[config.mk]
export PLATFORM = sky130hd
export DESIGN_NAME = bpm_alu
export DESIGN_NICKNAME = d
export VERILOG_FILES = /design/src/rtl/bivariate_poly_mul_mod_macros.svh /design/src/rtl/bpm_pkg.sv /design/src/rtl/bpm_alu.sv
export SDC_FILE = /design/constraint.sdc
export NUM_CORES = 1
export LEC_CHECK = 0
export BUFFER_PORTS_ARGS = -buffer_cell sky130_fd_sc_hd__buf_2
export CAP_MARGIN = 20
export CORE_UTILIZATION = 62
export CTS_BUF_LIST = sky130_fd_sc_hd__clkbuf_16
export DETAILED_ROUTE_END_ITERATION = 12
export GPL_TIMING_DRIVEN = 1
export PLACE_DENSITY = 0.82
export REMOVE_ABC_BUFFERS = 1
export SLEW_MARGIN = 40
export SYNTH_ARGS = -nofsm -noshare
export SYNTH_HDL_FRONTEND = slang
export SYNTH_SLANG_ARGS = --single-unit
[constraint.sdc]
create_clock -name clk -period 10.05 [get_ports clk]
set_input_delay 2.01 -clock clk [delete_from_list [all_inputs] [get_ports clk]]
set_output_delay 2.01 -clock clk [all_outputs]
set_load 0.01 [all_outputs]
[src/rtl/bivariate_poly_mul_mod_macros.svh]
// Assertion helpers for the top-level RTL. Each expects clk and arst_n in scope.
`ifndef BIVARIATE_POLY_MUL_MOD_MACROS_SVH
`define BIVARIATE_POLY_MUL_MOD_MACROS_SVH

// Same-cycle implication.
`define BPM_ASSERT_NOW(lbl, ante, cons, msg) \
	lbl: assert property (@(posedge clk) disable iff (!arst_n) (ante) |-> (cons)) \
		else $error(msg);

// Next-cycle implication.
`define BPM_ASSERT_NEXT(lbl, ante, cons, msg) \
	lbl: assert property (@(posedge clk) disable iff (!arst_n) (ante) |=> (cons)) \
		else $error(msg);

`endif

[src/rtl/bpm_pkg.sv]
`timescale 1ns / 1ps
`default_nettype none

package bpm_pkg;

	typedef enum logic [2:0] {
		OP_LOAD_X  = 3'd0,
		OP_LOAD_Y  = 3'd1,
		OP_CLEAR   = 3'd2,
		OP_COMPUTE = 3'd3,
		OP_READ    = 3'd4
	} op_t;

	// configuration register indexes, byte address is 4*index (8*index when COEFF_BITS > 32)
	localparam logic [2:0] REG_MODULUS = 3'd0;
	localparam logic [2:0] REG_X_OUTER = 3'd1;
	localparam logic [2:0] REG_X_INNER = 3'd2;
	localparam logic [2:0] REG_Y_OUTER = 3'd3;
	localparam logic [2:0] REG_Y_INNER = 3'd4;

	typedef enum logic [1:0] {
		ALU_RED,
		ALU_MUL,
		ALU_ADD
	} alu_op_t;

	typedef struct packed {
		logic    start;
		alu_op_t op;
	} alu_ctl_t;

	typedef struct packed {
		logic busy;
		logic done;
	} alu_sts_t;

	typedef enum logic [3:0] {
		ST_IDLE,
		ST_SWEEP,
		ST_LOAD,
		ST_READ,
		ST_X_FETCH,
		ST_X_RED,
		ST_Y_FETCH,
		ST_Y_RED,
		ST_MUL,
		ST_Z_FETCH,
		ST_Z_ADD,
		ST_TRIM,
		ST_TRIM_END,
		ST_DONE
	} state_t;

endpackage

`default_nettype wire

[src/rtl/bpm_alu.sv]
`timescale 1ns / 1ps
`default_nettype none

// Shared modular unit: reduce and multiply go one operand bit per cycle,
// add skips the serial loop. Modulus zero means plain wrap-around arithmetic.
module bpm_alu #(
	parameter int COEFF_BITS = 32
) (
	input  wire logic                    clk,
	input  wire logic                    arst_n,
	input  wire bpm_pkg::alu_ctl_t       ctl,
	input  wire logic [COEFF_BITS-1:0]   modulus,
	input  wire logic [COEFF_BITS-1:0]   opa,
	input  wire logic [COEFF_BITS-1:0]   opb,
	output bpm_pkg::alu_sts_t            sts,
	output logic [COEFF_BITS-1:0]        res
);

	localparam int CW = $clog2(COEFF_BITS + 1);

	logic [COEFF_BITS-1:0] r_q, add_q, b_q;
	logic [CW-1:0]         cnt_q;
	logic                  busy_q, done_q;
	logic [COEFF_BITS-1:0] dbl, step;

	function automatic logic [COEFF_BITS-1:0] addm(input logic [COEFF_BITS-1:0] a,
			input logic [COEFF_BITS-1:0] b, input logic [COEFF_BITS-1:0] n);
		logic [COEFF_BITS:0] s;
		s = {1'b0, a} + {1'b0, b};
		if (n != '0 && s >= {1'b0, n}) begin
			s = s - {1'b0, n};
		end
		return s[COEFF_BITS-1:0];
	endfunction

	// double, then add the addend when the current bit is set
	assign dbl  = addm(r_q, r_q, modulus);
	assign step = addm(dbl, b_q[COEFF_BITS-1] ? add_q : '0, modulus);

	always_ff @(posedge clk or negedge arst_n) begin
		if (!arst_n) begin
			busy_q <= 1'b0;
			done_q <= 1'b0;
			cnt_q  <= '0;
		end else begin
			done_q <= 1'b0;
			if (ctl.start) begin
				case (ctl.op)
					bpm_pkg::ALU_ADD: begin
						done_q <= 1'b1;
					end
					bpm_pkg::ALU_RED, bpm_pkg::ALU_MUL: begin
						busy_q <= 1'b1;
						cnt_q  <= CW'(COEFF_BITS);
					end
					default: begin
						done_q <= 1'b1;
					end
				endcase
			end else if (busy_q) begin
				cnt_q <= cnt_q - 1'b1;
				if (cnt_q == CW'(1)) begin
					busy_q <= 1'b0;
					done_q <= 1'b1;
				end
			end
		end
	end

	always_ff @(posedge clk) begin
		if (ctl.start) begin
			b_q <= opb;
			case (ctl.op)
				bpm_pkg::ALU_ADD: begin
					r_q <= addm(opa, opb, modulus);
				end
				bpm_pkg::ALU_MUL: begin
					r_q   <= '0;
					add_q <= opa;
				end
				default: begin
					r_q   <= '0;
					add_q <= COEFF_BITS'(1);
				end
			endcase
		end else if (busy_q) begin
			r_q <= step;
			b_q <= {b_q[COEFF_BITS-2:0], 1'b0};
		end
	end

	assign sts.busy = busy_q;
	assign sts.done = done_q;
	assign res      = r_q;

endmodule

`default_nettype wire

==> flow_metrics.py, run 1 <==
metrics = {
    "drt": {
        "via_count": 12800,
        "wl_per_cell_um": 19.9,
        "via_per_inst": 6.53,
        "drt_iter0_markers": 1384,
        "first_pass_iters": 8,
        "drt-total-wl_um": 39200,
        "antenna_left": 0,
        "remaining_drc_errors": 0,
    },
    "place": {
        "dpl.hpwl_um": 32100,
        "place_area_um2": 14500,
        "port_buffers": 134,
        "gp_congestion": 1.06,
    },
    "floorplan": {
        "die_area_um2": 22400,
        "die_width_um": 150,
        "core.rowCount": 53,
        "coreArea_um2": 21200,
        "ioPinCount": 135,
        "start_util": 0.638,
        "fp.dieH_um": 150,
    },
    "setup_path": {
        "crit_arrival_ps": 9740,
        "r2r-start": "res[0]",
        "cp_slowest_cell": "or4b_1",
        "r2r_end": "res[30]",
        "endpoint_kind": "flop",
        "cpLargestDelayFamily": "compound AO/OA/AOI/OAI gates",
        "critPathBufInv": 4,
        "cp.required_ps": 10150,
        "rrSetupSlack_ps": 1790,
        "path_max_fanout": 11,
        "ff2ff_path_depth": 34,
        "path_class": "in -> reg",
        "slowest_delay_ps": 570,
        "cp-start-kind": "input port",
    },
    "hold_path": {
        "worst_hold_path.num_cells": 1,
        "holdPathEnd": "b_q[3]",
        "worstHoldStart": "b_q[2]",
        "hp-class": "reg -> reg",
    },
    "finish": {
        "final_common_cell": "ha_1",
        "layout_common_cells": "160 x ha_1, 138 x a21oi_1, 134 x buf_2",
        "final_nets": 1957,
        "drive_gt1_frac": 0.144,
        "diodes": 0,
        "final_area_um2": 14800,
        "area_growth_pct": 9.84,
    },
    "grt": {
        "grt_max_degree": 65,
        "grt_pass1_wl_um": 60300,
        "grt_usage": 0.350,
        "antenna_found_initial": 1,
        "globalRouteOverflowTotal": 0,
        "grt_pass1_vias": 11700,
    },
    "synthesis": {
        "ys_ff_latch": 104,
        "synth_largest_area_cell": "edfxtp_1",
        "seq_area_frac_synth": 0.229,
        "ys_top_cells_by_area": "edfxtp_1 21%, ha_1 15%, xnor2_1 5.8%, a21oi_1 5.2%, a21o_1 3.9%",
        "synth_edf_count": 96,
        "yosysTopAreaCellShare": 0.214,
        "synth.cell_area_um2": 13500,
        "yosys_warnings": 0,
        "syn_avg_cell_area_um2": 8.64,
        "synth_cell_type_count": 83,
        "synthCells": 1562,
        "synth_ff_type": "edfxtp_1",
        "synthArstFlopShare": 0.0769,
    },
    "timing": {
        "layout_min_cycle_time_ps": 9630,
        "drv_slew": 0,
        "relSlewSlack": 0.442,
        "rsz0062_at_grt": "no",
        "tightest_slew_ps": 830,
        "skew_ps": 16.0,
        "clock.fmax_mhz": 104,
        "hold_violations": 0,
        "setup_viol": 0,
        "fin_crit_sh": 0.959,
    },
    "clocking": {
        "clk_latency_ps": 370,
        "cts.clk_slew.worst_paths_ps": 80,
        "cts_buffers": 9,
        "cts_tree": "built",
        "htree_levels": 3,
        "cts.sink_count": 104,
        "cts_root_buffer": "clkbuf_16",
        "cts_max_path_buffers": 2,
    },
    "status": {
        "status": "finished, final reports clean",
    },
    "job": {
        "cap_viol_max_count": 0,
    },
}
[cell families (layout without fill, tap and decap cells)]
group | Yosys count | after routing | share of synthesized area
AOI/OAI and AO/OA | 497 | 497 | 0.246
xor gates and xnor gates | 133 | 133 | 0.0864
adders and majority gates | 167 | 167 | 0.158
buffers and inverters | 131 | 263 | 0.0413
DFF | 104 | 104 | 0.229
muxes | 91 | 91 | 0.0732
and+or+nand+nor | 439 | 439 | 0.167
[what timing repair did]
item                                    4_1_cts  5_1_grt
endpoints found under the setup margin        0       30
resized for setup                             0       11
buffers inserted                              0        1
hold buffers                                  0        0
[state kept, by name, indices dropped and copies added (netlist names)]
signal / count
busy_q: 1
add_q: 32
b_q: 32
cnt_q: 6
res: 32
done_q: 1
[Yosys cell counts, types with 8 or more instances]
| cell | n |
|---|---|
| inv_1 | 90 |
| nor3_1 | 25 |
| o21a_1 | 20 |
| clkbuf_1 | 24 |
| a21oi_1 | 141 |
| o21ai_0 | 79 |
| nand4_1 | 22 |
| and2_1 | 70 |
| o211ai_1 | 10 |
| a21o_1 | 70 |
| nor4_1 | 15 |
| mux2_1 | 27 |
| nand2b_1 | 21 |
| and3_1 | 21 |
| nor2_1 | 111 |
| dfrtp_1 | 8 |
| xnor2_1 | 90 |
| a31oi_1 | 24 |
| o22ai_1 | 22 |
| nand2_1 | 75 |
| a211oi_1 | 20 |
| or3_1 | 8 |
| mux2_2 | 34 |
| a211o_1 | 9 |
| nor2b_1 | 18 |
| nand3_1 | 31 |
| edfxtp_1 | 96 |
| o21bai_1 | 25 |
| xor2_1 | 43 |
| ha_1 | 162 |
| mux2i_1 | 30 |
[area by class of cell]
type	instances	area, µm²
clock inverter	7	73.8
sequential	104	3080
tap	275	344
clock buffer	9	225
fill	1698	6340
multi-input combinational	1327	9890
timing repair buffer	157	867
inverter	90	338
[per-layer routing]
layer / part of all wire / up-vias / track usage
li1: - / 6096 / -
met1: 0.44 / 6018 / 0.501
met2: 0.43 / 657 / 0.536
met3: 0.10 / 76 / 0.0466
met4: 0.033 / 2 / 0.128
met5: 0.00046 / - / 0
[worst max path at each step]
stage	startpoint	endpoint	slack (ps)	cells after the start
after floorplan	modulus[18]	res[29]	-230	35
after global placement	modulus[18]	res[28]	40	36
after detailed placement	modulus[18]	res[30]	-4	36
after CTS	modulus[18]	res[30]	360	36
after global routing	modulus[1]	res[28]	30	36
final	modulus[1]	res[30]	420	36
[metrics by stage]
stage | std cells | util | hold slack, ps | setup slack [ps] | setup TNS (ps)
finish | 1969 | 0.700 | 554 | 417 | 0
detailed placement | 1952 | 0.684 | 536 | -4.36 | -4.36
floorplan | 1521 | - | 470 | -230 | -856
CTS | 1968 | 0.698 | 554 | 357 | 0
global route | 1969 | 0.700 | 567 | 33.3 | 0
global placement | 1952 | 0.684 | 496 | 44.2 | 0
Power of run 1 is left out: the tool's default activity adds up to more than one toggle a clock period on the data nets, which glitch-free logic cannot reach.
==> run 2: changes to the inputs <==
CORE_UTILIZATION = 63   (was 62)
CTS_BUF_LIST = sky130_fd_sc_hd__clkbuf_4 sky130_fd_sc_hd__clkbuf_8   (was sky130_fd_sc_hd__clkbuf_16)
HOLD_SLACK_MARGIN = 0.06   (was default)
PLACE_DENSITY = 0.83   (was 0.82)
RECOVER_POWER = 100   (was default)
==> run 2 against run 1 <==
The run now ends with max-capacitance violations, max-slew violations left. Critical path depth shrank 1. Setup slack worse by 42 ps. Fmax decreased by 0.43%. First-iteration DRC count decreased by 5.2%. Highest routed layer is now met4. Non-clock buffer count rose by 4.
==> flow_metrics.py, run 2 (synthesis results as in run 1) <==
metrics = {
    "floorplan": {
        "ioPinCount": 135,
        "coreArea_um2": 21000,
        "die_area_um2": 22000,
        "core.rowCount": 53,
        "die_width_um": 148,
        "fp.dieH_um": 148,
        "start_util": 0.642,
    },
    "clocking": {
        "cts.sink_count": 104,
        "htree_levels": 3,
        "cts.clk_slew.worst_paths_ps": 140,
        "clk_latency_ps": 410,
        "cts_root_buffer": "clkbuf_8",
        "cts_tree": "built",
        "cts_max_path_buffers": 2,
        "cts_buffers": 9,
        "post_cts_buffers": 0,
    },
    "setup_path": {
        "path_class": "in -> reg",
        "cp.required_ps": 10230,
        "cp_slowest_cell": "or4b_1",
        "cp-start-kind": "input port",
        "endpoint_kind": "flop",
        "path_max_fanout": 8,
        "slowest_delay_ps": 580,
        "crit_arrival_ps": 9850,
    },
    "grt": {
        "grt_max_degree": 66,
        "grt_pass1_vias": 11700,
        "grt_pass1_wl_um": 62300,
        "antenna_found_initial": 0,
        "busiest_layer": "met2",
        "globalRouteOverflowTotal": 0,
        "met3_usage": 0.0672,
        "grt_usage": 0.370,
        "use_met1": 0.527,
        "met2_usage": 0.569,
    },
    "hold_path": {
        "hp-class": "reg -> reg",
    },
    "drt": {
        "wl_per_cell_um": 20.7,
        "drt-total-wl_um": 40800,
        "remaining_drc_errors": 0,
        "first_pass_iters": 6,
        "drt_iter0_markers": 1312,
        "antenna_left": 0,
        "via_per_inst": 6.47,
        "via_count": 12800,
    },
    "finish": {
        "diodes": 0,
        "final_nets": 1961,
        "final_common_cell": "ha_1",
        "final_util": 0.696,
        "area_growth_pct": 8.49,
        "drive_gt1_frac": 0.120,
        "layout_common_cells": "160 x ha_1, 140 x a21oi_1, 111 x nor2_1",
        "fillers": 1814,
    },
    "timing": {
        "rsz0062_at_grt": "no",
        "fin_crit_sh": 0.963,
        "drv_slew": 99,
        "setup_viol": 0,
        "timing.hold.ws_ps": 555,
        "skew_ps": 27.9,
        "clock.fmax_mhz": 103,
        "layout_min_cycle_time_ps": 9680,
        "tightest_slew_ps": 3940,
        "relSlewSlack": -1.62,
        "hold_violations": 0,
    },
    "job": {
        "cap_viol_max_count": 2,
    },
    "place": {
        "dpl.hpwl_um": 33400,
        "gp_congestion": 1.01,
        "port_buffers": 134,
    },
    "status": {
        "violations": "max-capacitance violations, max-slew violations",
        "status": "complete, but fails checks",
    },
}
-- run 2: changes by cell type in the layout (fill, tap and decap cells not counted), sizes merged --
cell / previous run / this run
clkbuf: 9 / 53
buf: 157 / 118
clkinv: 4 / 1
inv: 93 / 95
-- run 2: worst max-delay path: cells and delay by family --
family | cells | cell delay, ps
AOI/OAI and AO/OA | 20 | 4510
and+or+nand+nor | 6 | 1270
adders and majority gates | 3 | 1070
muxes | 1 | 350
xor gates and xnor gates | 2 | 330
buffers and inverters | 3 | 290
-- run 2: cell type report --
type	count	area, µm²	share of cell area
Inverter	90	338	0.0231
Sequential cell	104	3080	0.211
Timing Repair Buffer	161	821	0.0561
Clock buffer	10	131	0.00898
Multi-Input combinational cell	1327	9860	0.674
Tap cell	275	344	0.0235
Clock inverter	6	57.6	0.00393
-- run 2: worst paths after layout --
path                            depth (start not counted)   startpoint       end  slack, ps
worst min-delay path                                    1       b_q[8]    b_q[9]        560
max in group asynchronous                               1       arst_n    done_q       8230
min in group asynchronous                               1       arst_n  cnt_q[1]       1500
worst max register to register                         33      res[17]   res[28]       1680
worst max-delay path                                   35  modulus[18]   res[28]        370
worst min register to register                          1       b_q[8]    b_q[9]        560
-- run 2: what timing repair did --
action                                  CTS  global route
hold buffers                              0             0
endpoints found under the setup margin    0            30
resized for setup                         0             8
-- run 2: stage by stage --
step	TNS, ps	area [µm²]	cells	setup slack [ps]
finish	0	14600	1973	375
global route	0	14600	1973	4.63
CTS	0	14700	1972	359
detailed placement	-112	14500	1956	-57.7
global placement	-1.04	14500	1956	-1.04
floorplan	-856	13300	1521	-230
-- run 2: metal layers --
layer | vias to the layer above | part of all wire
met2 | 586 | 0.43
li1 | 6115 | -
met5 | - | 0
met4 | 0 | 0.027
met3 | 76 | 0.094
met1 | 5988 | 0.45
Power of run 2 is left out for the same reason.
==> run 3: changes to the inputs <==
PLACE_DENSITY = default   (was 0.83)
PLACE_DENSITY_LB_ADDON = 0.08   (was default)
==> run 3 against run 2 <==
Largest cell class unchanged. First-iteration DRC count increased by 2.7%. Highest routed layer unchanged. Die area did not move. Via count down 0.66%. The run still ends with max-capacitance violations, max-slew violations left.
==> flow_metrics.py, run 3 (synthesis results as in run 1) <==
metrics = {
    "timing": {
        "layout_min_cycle_time_ps": 9700,
        "timing.hold.ws_ps": 533,
        "drv_slew": 143,
        "setup_ws_ps": 354,
        "setup-tns-final_ps": 0,
        "clock.fmax_mhz": 103,
        "tightest_slew_ps": 2230,
        "fin_crit_sh": 0.965,
        "rsz0062_at_grt": "no",
        "setup_viol": 0,
        "hold_violations": 0,
        "skew_ps": 30.5,
        "relSlewSlack": -0.489,
    },
    "grt": {
        "grt_pass1_vias": 11800,
        "grt_max_degree": 54,
        "globalRouteOverflowTotal": 0,
        "grt_pass1_wl_um": 62300,
        "grt_usage": 0.370,
        "antenna_found_initial": 0,
    },
    "setup_path": {
        "cp_common_cell": "a21oi_1",
        "path_class": "in -> reg",
        "r2r_end": "res[8]",
        "rrSetupSlack_ps": 1640,
        "cp.required_ps": 10200,
        "cp_slowest_cell": "o31a_4",
        "path_max_fanout": 14,
        "ff2ff_path_depth": 35,
        "cp-start-kind": "input port",
        "r2r-start": "res[17]",
        "slowest_delay_ps": 450,
        "crit_arrival_ps": 9840,
        "endpoint_kind": "flop",
    },
    "clocking": {
        "cts.clk_slew.worst_paths_ps": 140,
        "post_cts_buffers": 0,
        "clk_latency_ps": 410,
        "cts_tree": "built",
        "htree_levels": 3,
        "cts_max_path_buffers": 2,
        "cts_buffers": 9,
        "cts.sink_count": 104,
        "cts_root_buffer": "clkbuf_8",
    },
    "hold_path": {
        "worst_hold_path.num_cells": 2,
        "worstHoldStart": "cnt_q[1]",
        "hp-class": "reg -> reg",
        "holdPathEnd": "cnt_q[1]",
    },
    "floorplan": {
        "start_util": 0.642,
        "coreArea_um2": 21000,
        "fp.dieH_um": 148,
        "ioPinCount": 135,
        "die_width_um": 148,
        "die_area_um2": 22000,
        "core.rowCount": 53,
    },
    "place": {
        "gp_congestion": 1.02,
        "dp_cells": 1958,
        "port_buffers": 134,
        "dpl.hpwl_um": 33500,
        "post-place-ws_ps": -36.4,
    },
    "drt": {
        "via_per_inst": 6.42,
        "wl_per_cell_um": 20.5,
        "drt_iter0_markers": 1347,
        "antenna_left": 0,
        "drt-total-wl_um": 40400,
        "first_pass_iters": 6,
        "remaining_drc_errors": 0,
        "via_count": 12700,
    },
    "finish": {
        "area_growth_pct": 8.58,
        "final_common_cell": "ha_1",
        "finalNonFillerCells": 1974,
        "drive_gt1_frac": 0.117,
        "multi_input_area_um2": 9870,
        "layout_common_cells": "162 x ha_1, 140 x a21oi_1, 111 x nor2_1",
        "final_nets": 1962,
        "diodes": 0,
        "regArea_um2": 3080,
        "fillers": 1758,
    },
    "status": {
        "violations": "max-capacitance violations, max-slew violations",
        "status": "complete, but fails checks",
    },
    "job": {
        "cap_viol_max_count": 4,
    },
}
run 3: changes by cell type in the layout (fill, tap and decap cells not counted), moves of 2 or more:
| cell | previous run | this run |
|---|---|---|
| buf_6 | 3 | 0 |
| clkinv_8 | 0 | 2 |
| ha_1 | 160 | 162 |
| ha_2 | 2 | 0 |
| buf_4 | 17 | 19 |
| clkbuf_1 | 39 | 43 |
| clkbuf_2 | 3 | 1 |
run 3: metrics by stage:
stage	area, µm²	utilization
3_3_place_gp	14500	0.690
5_1_grt	14600	0.697
2_1_floorplan	13300	-
6_report	14600	0.697
4_1_cts	14700	0.701
3_5_place_dp	14500	0.691
run 3: worst max path at each step:
stage                      startpoint       to  slack [ps]  cells after the start
after floorplan           modulus[18]  res[29]        -230                     35
after global placement    modulus[18]  res[28]         110                     34
after detailed placement  modulus[18]  res[28]         -40                     37
after CTS                 modulus[18]  res[28]         350                     37
after global routing      modulus[19]   res[6]          20                     37
final                     modulus[18]   res[8]         350                     37
run 3: area by class of cell:
type / instances / share of cell area
Clock inverter: 6 / 0.00478
Clock buffer: 10 / 0.00940
Inverter: 90 / 0.0231
Sequential cell: 104 / 0.210
Timing Repair Buffer: 162 / 0.0551
Multi-Input combinational cell: 1327 / 0.674
Tap cell: 275 / 0.0235
run 3: layer usage:
metal | up-vias | wire length, µm | track usage
met5 | - | 0 | 0
met4 | 0 | 1490 | 0.136
met3 | 71 | 3810 | 0.0531
met2 | 571 | 16700 | 0.554
met1 | 5940 | 18400 | 0.539
li1 | 6099 | - | -
run 3: repair_timing:
action | 4_1_cts | 5_1_grt
hold buffers | 0 | 0
resized for setup | 0 | 5
setup endpoints to repair | 0 | 31
run 3: critical path: cells and delay by family:
kind                     cells  cell delay (ps)
XOR/XNOR                     1              190
AO/OA/AOI/OAI               23             5010
adder cells (fa/ha/maj)      3             1020
multiplexers                 2              560
buffers and inverters        3              480
AND/OR/NAND/NOR              5              560
Power of run 3 is left out for the same reason.
